[src/design/rgbm_pkg.sv]
// Shared types and constants of the RGBM pixel encoder.
`default_nettype none
package rgbm_pkg;

	// Fixed-point format of the HDR channels
	localparam int unsigned FRAC_BITS = 16;
	localparam int unsigned CH_W      = 24;
	localparam int unsigned BYTE_W    = 8;
	localparam int unsigned SHIFT_W   = 4;
	localparam int unsigned LANES     = 3;

	// Rate shift after reset: divide by 16
	localparam logic [SHIFT_W-1:0] RATE_SHIFT_RST = SHIFT_W'(4);

	// Clamped channel maximum holds 1 .. 2^FRAC_BITS
	localparam int unsigned MX_W = FRAC_BITS + 1;
	localparam logic [MX_W-1:0] UNIT_ONE = MX_W'(1) << FRAC_BITS;

	// 255 and 255*255
	localparam int unsigned SQ_W = 16;
	localparam logic [BYTE_W-1:0] BYTE_MAX = '1;
	localparam logic [SQ_W-1:0]   SQ_255   = SQ_W'(65025);

	// Dividend 2*c*65025 + m8*ONE and its part above the 2*ONE factor of the divisor
	localparam int unsigned PROD_W = CH_W + 1 + SQ_W;
	localparam int unsigned NUM_W  = PROD_W + 1;
	localparam int unsigned REM_W  = NUM_W - (FRAC_BITS + 1);

	// Divisor m8 aligned to the top quotient bit (the overflow bit)
	localparam int unsigned DSH_W = 2 * BYTE_W;
	localparam int unsigned CELLS = BYTE_W + 1;

	// Pipeline registers between accepted item and result strobe: three front stages, cells, output
	localparam int unsigned LATENCY = 3 + CELLS + 1;

	typedef struct packed {
		logic [CH_W-1:0] red_in;
		logic [CH_W-1:0] green_in;
		logic [CH_W-1:0] blue_in;
	} pixel_t;

	typedef struct packed {
		logic [BYTE_W-1:0] red_out;
		logic [BYTE_W-1:0] green_out;
		logic [BYTE_W-1:0] blue_out;
		logic [BYTE_W-1:0] multiplier_out;
	} result_t;

	// One item in flight through the divider row
	typedef struct packed {
		logic                         vld;
		logic [LANES-1:0][REM_W-1:0]  rem;
		logic [LANES-1:0][CELLS-1:0]  quo;
		logic [DSH_W-1:0]             dsh;
		logic [BYTE_W-1:0]            m8;
	} cell_t;

endpackage
`default_nettype wire

[src/design/rgbm_front.sv]
// Front pipeline: range shift, shared multiplier code and per-channel dividends.
`default_nettype none
module rgbm_front (
	input  wire logic                            clk,
	input  wire logic                            arst_n,
	input  wire logic                            take,
	input  wire rgbm_pkg::pixel_t                pixel,
	input  wire logic [rgbm_pkg::SHIFT_W-1:0]    rate_shift,
	output rgbm_pkg::cell_t                      head
);

	localparam int unsigned CMP_W = rgbm_pkg::CH_W + 1;
	localparam int unsigned M_W   = rgbm_pkg::MX_W + rgbm_pkg::BYTE_W;

	logic [rgbm_pkg::LANES-1:0][rgbm_pkg::CH_W-1:0] ch_in;
	logic [rgbm_pkg::LANES-1:0][rgbm_pkg::CH_W-1:0] sh;
	logic [rgbm_pkg::CH_W-1:0]                      mx_raw;
	logic [rgbm_pkg::MX_W-1:0]                      mx_cl;

	logic                                            vld_s1, vld_s2, vld_s3;
	logic [rgbm_pkg::LANES-1:0][rgbm_pkg::CH_W-1:0] ch_s1;
	logic [rgbm_pkg::MX_W-1:0]                      mx_s1;
	logic [rgbm_pkg::LANES-1:0][rgbm_pkg::PROD_W-1:0] prod_s2;
	logic [rgbm_pkg::BYTE_W-1:0]                    m8_s2;
	logic [M_W-1:0]                                  m8_wide;
	logic [rgbm_pkg::LANES-1:0][rgbm_pkg::REM_W-1:0] rem_s3;
	logic [rgbm_pkg::BYTE_W-1:0]                    m8_s3;

	assign ch_in[0] = pixel.red_in;
	assign ch_in[1] = pixel.green_in;
	assign ch_in[2] = pixel.blue_in;

	// Range shift and channel maximum, clamped to one LSB .. 1.0
	always_comb begin
		for (int i = 0; i < rgbm_pkg::LANES; i++) begin
			sh[i] = ch_in[i] >> rate_shift;
		end
		mx_raw = sh[0];
		if (sh[1] > mx_raw) begin
			mx_raw = sh[1];
		end
		if (sh[2] > mx_raw) begin
			mx_raw = sh[2];
		end
		if (mx_raw == '0) begin
			mx_cl = rgbm_pkg::MX_W'(1);
		end else if (CMP_W'(mx_raw) > CMP_W'(rgbm_pkg::UNIT_ONE)) begin
			mx_cl = rgbm_pkg::UNIT_ONE;
		end else begin
			mx_cl = rgbm_pkg::MX_W'(mx_raw);
		end
	end

	// m8 = ceil(mx * 255 / ONE)
	assign m8_wide = M_W'(mx_s1) * M_W'(rgbm_pkg::BYTE_MAX)
		+ M_W'(rgbm_pkg::UNIT_ONE - rgbm_pkg::MX_W'(1));

	// Valid bits
	always_ff @(posedge clk or negedge arst_n) begin
		if (!arst_n) begin
			vld_s1 <= 1'b0;
			vld_s2 <= 1'b0;
			vld_s3 <= 1'b0;
		end else begin
			vld_s1 <= take;
			vld_s2 <= vld_s1;
			vld_s3 <= vld_s2;
		end
	end

	// Payload stages
	always_ff @(posedge clk) begin
		// s1: shifted channels and clamped maximum
		ch_s1 <= sh;
		mx_s1 <= mx_cl;
		// s2: multiplier code and 2*c*65025 per channel
		m8_s2 <= rgbm_pkg::BYTE_W'(m8_wide >> rgbm_pkg::FRAC_BITS);
		for (int i = 0; i < rgbm_pkg::LANES; i++) begin
			prod_s2[i] <= rgbm_pkg::PROD_W'({ch_s1[i], 1'b0})
				* rgbm_pkg::PROD_W'(rgbm_pkg::SQ_255);
		end
		// s3: rounding term added, divisor factor 2*ONE taken off
		m8_s3 <= m8_s2;
		for (int i = 0; i < rgbm_pkg::LANES; i++) begin
			rem_s3[i] <= rgbm_pkg::REM_W'((rgbm_pkg::NUM_W'(prod_s2[i])
				+ (rgbm_pkg::NUM_W'(m8_s2) << rgbm_pkg::FRAC_BITS))
				>> (rgbm_pkg::FRAC_BITS + 1));
		end
	end

	// Hand-off to the first divider cell
	always_comb begin
		head.vld = vld_s3;
		head.rem = rem_s3;
		head.quo = '0;
		head.dsh = rgbm_pkg::DSH_W'(m8_s3) << rgbm_pkg::BYTE_W;
		head.m8  = m8_s3;
	end

endmodule
`default_nettype wire

[src/design/rgbm_div_cell.sv]
// One restoring-division step for all three channels, registered.
`default_nettype none
module rgbm_div_cell (
	input  wire logic             clk,
	input  wire logic             arst_n,
	input  wire rgbm_pkg::cell_t  d,
	output rgbm_pkg::cell_t       q
);

	logic [rgbm_pkg::LANES-1:0][rgbm_pkg::REM_W-1:0] rem_nx;
	logic [rgbm_pkg::LANES-1:0][rgbm_pkg::CELLS-1:0] quo_nx;
	logic [rgbm_pkg::LANES-1:0][rgbm_pkg::REM_W-1:0] rem_q;
	logic [rgbm_pkg::LANES-1:0][rgbm_pkg::CELLS-1:0] quo_q;
	logic [rgbm_pkg::DSH_W-1:0]                      dsh_q;
	logic [rgbm_pkg::BYTE_W-1:0]                     m8_q;
	logic                                            vld_q;
	logic [rgbm_pkg::REM_W-1:0]                      dsh_ext;

	assign dsh_ext = rgbm_pkg::REM_W'(d.dsh);

	// Compare, subtract, shift in the quotient bit
	always_comb begin
		for (int i = 0; i < rgbm_pkg::LANES; i++) begin
			if (d.rem[i] >= dsh_ext) begin
				rem_nx[i] = d.rem[i] - dsh_ext;
				quo_nx[i] = {d.quo[i][rgbm_pkg::CELLS-2:0], 1'b1};
			end else begin
				rem_nx[i] = d.rem[i];
				quo_nx[i] = {d.quo[i][rgbm_pkg::CELLS-2:0], 1'b0};
			end
		end
	end

	always_ff @(posedge clk or negedge arst_n) begin
		if (!arst_n) begin
			vld_q <= 1'b0;
		end else begin
			vld_q <= d.vld;
		end
	end

	always_ff @(posedge clk) begin
		rem_q <= rem_nx;
		quo_q <= quo_nx;
		dsh_q <= d.dsh >> 1;
		m8_q  <= d.m8;
	end

	always_comb begin
		q.vld = vld_q;
		q.rem = rem_q;
		q.quo = quo_q;
		q.dsh = dsh_q;
		q.m8  = m8_q;
	end

endmodule
`default_nettype wire

[src/design/rgbm_pixel_encoder.sv]
// RGBM pixel encoder top level: front pipeline, divider cell row, result register.
//
//  channel   signals                        direction  handshake
//  --------  -----------------------------  ---------  ---------------------------
//  pixel     start, busy, pixel             in         taken when start && !busy
//  result    done, result                   out        one-cycle strobe, no stall
//  config    cfg_valid, cfg_ready, cfg_data in         write when valid && ready
//
//  One item per clock. Stages: three front stages (shift and maximum, multiplies,
//  dividend), nine divider cells (overflow bit plus eight quotient bits), one result
//  register. busy stays low: nothing holds the row.
//  Reset clears all valid bits and sets rate_shift to 4; no clearing pass.
//  The result side cannot stall, so no item is ever held back in the row.
`default_nettype none
module rgbm_pixel_encoder (
	input  wire logic                          clk,
	input  wire logic                          arst_n,
	input  wire logic                          start,
	output logic                               busy,
	input  wire rgbm_pkg::pixel_t              pixel,
	output logic                               done,
	output rgbm_pkg::result_t                  result,
	input  wire logic                          cfg_valid,
	output logic                               cfg_ready,
	input  wire logic [rgbm_pkg::SHIFT_W-1:0]  cfg_data
);

	logic [rgbm_pkg::SHIFT_W-1:0] rate_shift_q;
	logic                         take;
	rgbm_pkg::cell_t              chain [rgbm_pkg::CELLS+1];
	rgbm_pkg::cell_t              tail;
	rgbm_pkg::result_t            res_nx;
	rgbm_pkg::result_t            result_q;
	logic                         done_q;

	// Fully pipelined: always ready for an item and a config write
	assign busy      = 1'b0;
	assign cfg_ready = 1'b1;
	assign take      = start && !busy;

	// Rate shift register
	always_ff @(posedge clk or negedge arst_n) begin
		if (!arst_n) begin
			rate_shift_q <= rgbm_pkg::RATE_SHIFT_RST;
		end else if (cfg_valid && cfg_ready) begin
			rate_shift_q <= cfg_data;
		end
	end

	rgbm_front u_front (
		.clk        (clk),
		.arst_n     (arst_n),
		.take       (take),
		.pixel      (pixel),
		.rate_shift (rate_shift_q),
		.head       (chain[0])
	);

	// Divider row, one quotient bit per cell
	for (genvar k = 0; k < rgbm_pkg::CELLS; k++) begin : g_cell
		rgbm_div_cell u_cell (
			.clk    (clk),
			.arst_n (arst_n),
			.d      (chain[k]),
			.q      (chain[k+1])
		);
	end

	assign tail = chain[rgbm_pkg::CELLS];

	// Saturate on the overflow bit
	always_comb begin
		if (tail.quo[0][rgbm_pkg::CELLS-1]) begin
			res_nx.red_out = rgbm_pkg::BYTE_MAX;
		end else begin
			res_nx.red_out = tail.quo[0][rgbm_pkg::BYTE_W-1:0];
		end
		if (tail.quo[1][rgbm_pkg::CELLS-1]) begin
			res_nx.green_out = rgbm_pkg::BYTE_MAX;
		end else begin
			res_nx.green_out = tail.quo[1][rgbm_pkg::BYTE_W-1:0];
		end
		if (tail.quo[2][rgbm_pkg::CELLS-1]) begin
			res_nx.blue_out = rgbm_pkg::BYTE_MAX;
		end else begin
			res_nx.blue_out = tail.quo[2][rgbm_pkg::BYTE_W-1:0];
		end
		res_nx.multiplier_out = tail.m8;
	end

	// Result register and strobe
	always_ff @(posedge clk or negedge arst_n) begin
		if (!arst_n) begin
			done_q <= 1'b0;
		end else begin
			done_q <= tail.vld;
		end
	end

	always_ff @(posedge clk) begin
		result_q <= res_nx;
	end

	assign done   = done_q;
	assign result = result_q;

endmodule
`default_nettype wire

[config.mk]
export PLATFORM = sky130hd
export DESIGN_NAME = rgbm_pixel_encoder
export DESIGN_NICKNAME = d
export VERILOG_FILES = /design/src/design/rgbm_pkg.sv /design/src/design/rgbm_front.sv /design/src/design/rgbm_div_cell.sv /design/src/design/rgbm_pixel_encoder.sv
export SDC_FILE = /design/constraint.sdc
export NUM_CORES = 2
export LEC_CHECK = 0
export ABC_AREA = 1
export BUFFER_PORTS_ARGS = -buffer_cell sky130_fd_sc_hd__buf_2
export CORE_ASPECT_RATIO = 1.75
export CORE_MARGIN = 8
export CORE_UTILIZATION = 45
export DETAILED_ROUTE_END_ITERATION = 10
export HOLD_SLACK_MARGIN = 0.15
export SYNTH_ARGS = -nofsm -noshare
export SYNTH_HDL_FRONTEND = slang
export SYNTH_SLANG_ARGS = --single-unit
[constraint.sdc]
create_clock -name clk -period 4.79 [get_ports clk]
set_input_delay 1.1975 -clock clk [delete_from_list [all_inputs] [get_ports clk]]
set_output_delay 1.1975 -clock clk [all_outputs]
set_load 0.005 [all_outputs]
# Word level (Yosys, flattened, before mapping)
# Cells that the tools add are included.
# op_classes
addsub	28
mul	4
magnitude_cmp	30
shift	3
mux	54
reduce_logical	2
# op_table
operator	count
25-bit 2-to-1 mux	24
41-bit by 24-bit adder with 42-bit output	3
24-bit by 16-bit multiplier with 40-bit output, second input constant	3
25-bit by 10-bit >= comparator with 1-bit output	3
25-bit by 11-bit >= comparator with 1-bit output	3
25-bit by 12-bit >= comparator with 1-bit output	3
25-bit by 13-bit >= comparator with 1-bit output	3
25-bit by 14-bit >= comparator with 1-bit output	3
25-bit by 15-bit >= comparator with 1-bit output	3
25-bit by 16-bit >= comparator with 1-bit output	3
25-bit by 8-bit >= comparator with 1-bit output	3
25-bit by 9-bit >= comparator with 1-bit output	3
25-bit by 10-bit subtractor with 25-bit output	3
25-bit by 11-bit subtractor with 25-bit output	3
25-bit by 12-bit subtractor with 25-bit output	3
25-bit by 13-bit subtractor with 25-bit output	3
25-bit by 14-bit subtractor with 25-bit output	3
25-bit by 15-bit subtractor with 25-bit output	3
25-bit by 16-bit subtractor with 25-bit output	3
25-bit by 9-bit subtractor with 25-bit output	3
24-bit by 4-bit right shift with 24-bit output	3
24-bit > comparator	2
24-bit 2-to-1 mux	2
1-bit 2-to-1 mux	27
6 further kinds	6
# word_totals
ff_bits	1156
in_bits	80
output_inout_bits	35
elab_cells	212

# Logic depth before layout (Yosys ltp)
# depth
word_depth	7
mapped_depth	47
ltp_nobuf	41

# By module
# Synthesis repeated with hierarchy kept, for this count alone.
# hier_totals
cells_unflattened	15929
hier_area_um2	105865.3
# by_module_without_submodules
mod	n_inst	cells_each	area_each_um2	seq_area_each_um2
rgbm_div_cell (g_cell[0].u_cell ...)	4	1373	8336.7	2527.4
rgbm_front	1	3605	30429.2	5180.0
rgbm_div_cell (g_cell[1].u_cell ...)	3	1339	8170.3	2527.4
rgbm_div_cell (g_cell[8].u_cell)	1	1378	8333.0	2527.4
rgbm_div_cell (g_cell[7].u_cell)	1	1359	8256.7	2527.4
rgbm_pixel_encoder	1	78	988.4	767.0

# Worst setup path after synthesis
# No wires, ideal clock.
# synth_timing
path_kind	in2reg
from	input port pixel[69] in the netlist's numbering
to	register u_front.mx_s1[10] in the netlist's numbering
setup_ns	0.062
arrival_time_ns	5.078
required_ns	4.728
slack_ns	-0.349
cell_stages	33
path_buffers	3
cell_sequence	or2_2 -> o21ai_1 -> nand2_1 -> nand3_1 -> nand2_1 -> o21ai_2 -> ha_1 -> a21o_1 -> nor2_1 -> nand2_1 -> nand2_1 -> nand3_2 -> nand2_2 -> buf_4 -> nand2_1 -> and2_1 -> ha_1 -> nand2_1 -> inv_1 -> nand4_1 -> nor2_1 -> nand2_1 -> nand3_1 -> nand2_1 -> inv_1 -> clkbuf_1 -> nand2_1 -> nor2_1 -> a21oi_1 -> nor3b_1 -> nand3_2 -> buf_6 -> nor2_2
# synth_via
elab_chain_len	7
word_cells_on_any_way	8
cone_classes	order compare: 3; shift: 1; mux: 2; reduce/logical: 2
# synth_lines
item	line_no	rtl
from (decl)	rgbm_pixel_encoder.sv:20	input wire rgbm_pkg::pixel_t pixel,
24-bit by 4-bit right shift with 24-bit output (*)	rgbm_front.sv:36	sh[i] = ch_in[i] >> rate_shift;
24-bit > comparator	rgbm_front.sv:39	if (sh[1] > mx_raw) begin
24-bit 2-to-1 mux (*)	rgbm_front.sv:39	
24-bit > comparator	rgbm_front.sv:42	if (sh[2] > mx_raw) begin
24-bit 2-to-1 mux (*)	rgbm_front.sv:42	
24-bit by 17-bit > comparator with 1-bit output or 24-bit logical NOT (tied branches)	rgbm_front.sv:47, rgbm_front.sv:45	
2-bit OR reduction (no source line)	n/a	
to (signal assigned)	rgbm_front.sv:75	mx_s1 <= mx_cl;
to (decl)	rgbm_front.sv:22	logic [rgbm_pkg::MX_W-1:0] mx_s1;
# Mark *: on every way between the ends. The rest lies on a longest branch, timed or not.
# A chain may end at the register's enable or synchronous reset.

# Worst setup path in the final report
# layout_timing
from	register rate_shift_q[0] in the netlist's numbering
to	register u_front.mx_s1[9] in the netlist's numbering
# layout_via
elab_chain_len	7
word_cells_on_any_way	10
cone_classes	order compare: 3; shift: 3; mux: 2; reduce/logical: 2
# layout_lines
item	line_no	rtl
from (decl)	rgbm_pixel_encoder.sv:28	logic [rgbm_pkg::SHIFT_W-1:0] rate_shift_q;
from (signal assigned)	rgbm_pixel_encoder.sv:44	rate_shift_q <= rgbm_pkg::RATE_SHIFT_RST;
from (signal assigned)	rgbm_pixel_encoder.sv:46	rate_shift_q <= cfg_data;
24-bit by 4-bit right shift with 24-bit output	rgbm_front.sv:36	
24-bit > comparator	rgbm_front.sv:39	
24-bit 2-to-1 mux	rgbm_front.sv:39	
24-bit > comparator	rgbm_front.sv:42	
24-bit 2-to-1 mux (*)	rgbm_front.sv:42	
24-bit by 17-bit > comparator with 1-bit output or 24-bit logical NOT (tied branches)	rgbm_front.sv:47, rgbm_front.sv:45	
2-bit OR reduction (no source line)	n/a	
# Marks and branches as above.

==> results_dict.tcl <==
set metrics [dict create \
    skew_ps 33.6 \
    dr_wl_met2_mm 99.5 \
    cts_tree "yes" \
    cp_data_required_time_ps 5440 \
    synth_top_family_by_area "adder cells" \
    cp_data_arrival_time_ps 5810 \
    synth_edf_count 0 \
    fin_util 0.541 \
    die_h_um 522 \
    synth_top_cell_area_share 0.333 \
    tightest_slew_ps 719 \
    fin_nets 9585 \
    hold_viol 0 \
    worstReg2RegEnd "u_front.mx_s1[9]" \
    synth_cell_type_count 69 \
    first_iter_violations 1634 \
    cts_max_level 3 \
    ys.flop_type "dfxtp_1" \
    status "complete, but fails checks" \
    vias_per_cell 4.95 \
    synthTopCellsByArea "dfxtp_1 33%, ha_1 13%, fa_1 12%, nand2_1 7.2%, inv_1 7.0%" \
    maxCapViolations 0 \
    cts.sinks 1111 \
    clkTransAtPathRegs_ps 60 \
    holdCritPathClass "register to register" \
    r2r-start "rate_shift_q[0]" \
    end_kind "register" \
    rsz0062_at_grt "true" \
    synthAdderAreaFrac 0.249 \
    crit_start "rate_shift_q[0]" \
    fin_crit_ps 5150 \
    cts_max_path_buffers 3 \
    overflow 0 \
    dr_wl_met3_mm 4.27 \
    detail_route.wirelength.met1_mm 52.7 \
    worst_slack_ps -362 \
    yosys_warnings 0 \
    synth_compound_area_frac 0.0826 \
    post_drt_wl_per_cell_um 16.6 \
    synth_fp_nets 8908 \
    critPathLaunchType "register" \
    antenna_found_initial 3 \
    numCtsBuffers 104 \
    gp_congestion 0.992 \
    netlist_top_cells_count "1267 x nand2_1, 1235 x inv_1, 1094 x dfxtp_1" \
    grt_usage 0.212 \
    ant_nets 0 \
    max_stage_delay_ps 490 \
    grt_max_degree 40 \
    synth.mux.area_fraction 0.000913 \
    r2r_slack_ps -360 \
    top_layer_used "met4" \
    yosys.area.top_type "dfxtp_1" \
    grt_pass1_vias 54200 \
    grt_pass1_wl_mm 269 \
    worstHoldStart "g_cell[1].u_cell.q[34]" \
    yosysMostFrequentCell "nand2_1" \
    fillCellCount 13200 \
    crit_slowest_cell "dfrtp_2" \
    maxSlewViolCount 0 \
    routed_wirelength_mm 173 \
    async_flop_share 0.0153 \
    whs_endpoint "g_cell[2].u_cell.q[35]" \
    drive_gt1_frac 0.153 \
    placementRows 185 \
    drc 0 \
    synth_area_mm2 0.0658 \
    ys_ff_latch 1111 \
    die_area_mm2 0.159 \
    yosys.area_share.simple 0.177 \
    min_path_cells 0 \
    yosys.area_share.xor_xnor 0.0722 \
    rr_worst_depth 36 \
    violations "setup timing" \
    ys_seq_area_frac 0.340 \
    core_area_mm2 0.145 \
    post-route-period-util 1.08 \
    top_level_ports 115 \
    cpMostUsedCell "nand2_1" \
    port_buffers 112 \
    critPathMaxFanout 22 \
    die_w_um 305 \
    fmax_mhz 194 \
    setup_viol 32 \
    synth_area_per_cell_um2 8.48 \
    clockRootBuffer "clkbuf_16" \
    synthToLayoutAreaGrowth_pct 19.5 \
    start_util 0.453 \
    slew_headroom 0.517 \
    clkLatencyLatePin_ps 740 \
    hpwl_mm 146 \
    crit_type "register to register" \
    synth_cells 7758 \
    vias 51400 \
    drtPass1Iterations 7 \
]
[logic make-up (layout without fill, tap and decap cells)]
kind of cell | count (synthesis) | count (layout)
simple gates | 2702 | 2703
buf+inv | 1345 | 2103
flops | 1111 | 1111
fa+ha+maj | 1070 | 1070
compound gates | 980 | 980
xor+xnor | 542 | 542
mux | 6 | 6
other cells | 2 | 4
[worst max path at each step]
stage / to / cells after the start
5_1_grt: u_front.mx_s1[9] / 38
3_3_place_gp: u_front.mx_s1[12] / 36
6_report: u_front.mx_s1[9] / 36
4_1_cts: u_front.mx_s1[12] / 36
3_5_place_dp: u_front.mx_s1[1] / 36
2_1_floorplan: u_front.mx_s1[12] / 35
[worst max-delay path: cells and delay by family (launching register included)]
| kind | cells | cell delay, ps |
|---|---|---|
| compound gates | 3 | 360 |
| fa+ha+maj | 2 | 550 |
| buf+inv | 4 | 660 |
| flops | 1 | 490 |
| simple gates | 27 | 2990 |
[layout by cell type, fill, tap and decap left out, drive strengths merged, types with 377 or more instances in the layout]
master and instances:
nor2 638, a21oi 377, nand3 380, dfxtp 1094, ha 673, o21ai 428
fa 397, buf 671, inv 1242, nand2 1275
[per-layer routing]
layer / GRT usage / vias up
met5: 0 / -
met4: 0.176 / 0
met3: 0.0235 / 561
met2: 0.452 / 876
met1: 0.164 / 23700
li1: - / 26300
[through the flow]
step | cells | TNS [ps] | hold WS (ps) | cell area (um^2) | setup slack (ps)
global placement | 10200 | -27140 | 310 | 72500 | -1200
global route | 10400 | -16640 | 293 | 78600 | -702
detailed placement | 10200 | -28320 | 312 | 72500 | -1200
floorplan | 7758 | -765 | 310 | 65900 | -86.0
finish | 10400 | -6490 | 297 | 78600 | -362
CTS | 10400 | -6500 | 290 | 77500 | -377
[cell type report]
cell class / instances / area [um^2] / area share
clock inverter: 45 / 747 / 0.00951
timing repair buffer: 673 / 5230 / 0.0665
multi-input combinational: 5303 / 40200 / 0.511
sequential: 1111 / 22400 / 0.286
clock buffer: 143 / 2970 / 0.0378
antenna: 2 / 5.00 / 0.0000637
tap: 1870 / 2340 / 0.0298
inverter: 1242 / 4670 / 0.0594
[registers in the layout, indices dropped and copies added (netlist names)]
name / count
rate_shift_q: 4
g_cell.u_cell.m8_q: 16
g_cell.u_cell.dsh_q: 56
done: 1
u_front.m8_s2: 8
g_cell.u_cell.q: 735
u_front.m8_s3: 8
u_front.vld_s1: 1
u_front.vld_s2: 1
u_front.vld_s3: 1
u_front.prod_s2: 75
result: 32
u_front.mx_s1: 17
u_front.ch_s1: 72
g_cell.u_cell.vld_q: 9
u_front.head: 75
[timing repair]
action	in CTS	in global routing
buffers inserted	24	22
hold buffers	0	0
resized for setup	235	227
endpoints found under the setup margin	66	70
pin swaps	72	103
gates cloned	2	1
Power is not shown: default switching activity piles up to over one toggle a cycle in this logic, so the estimate is an artifact.
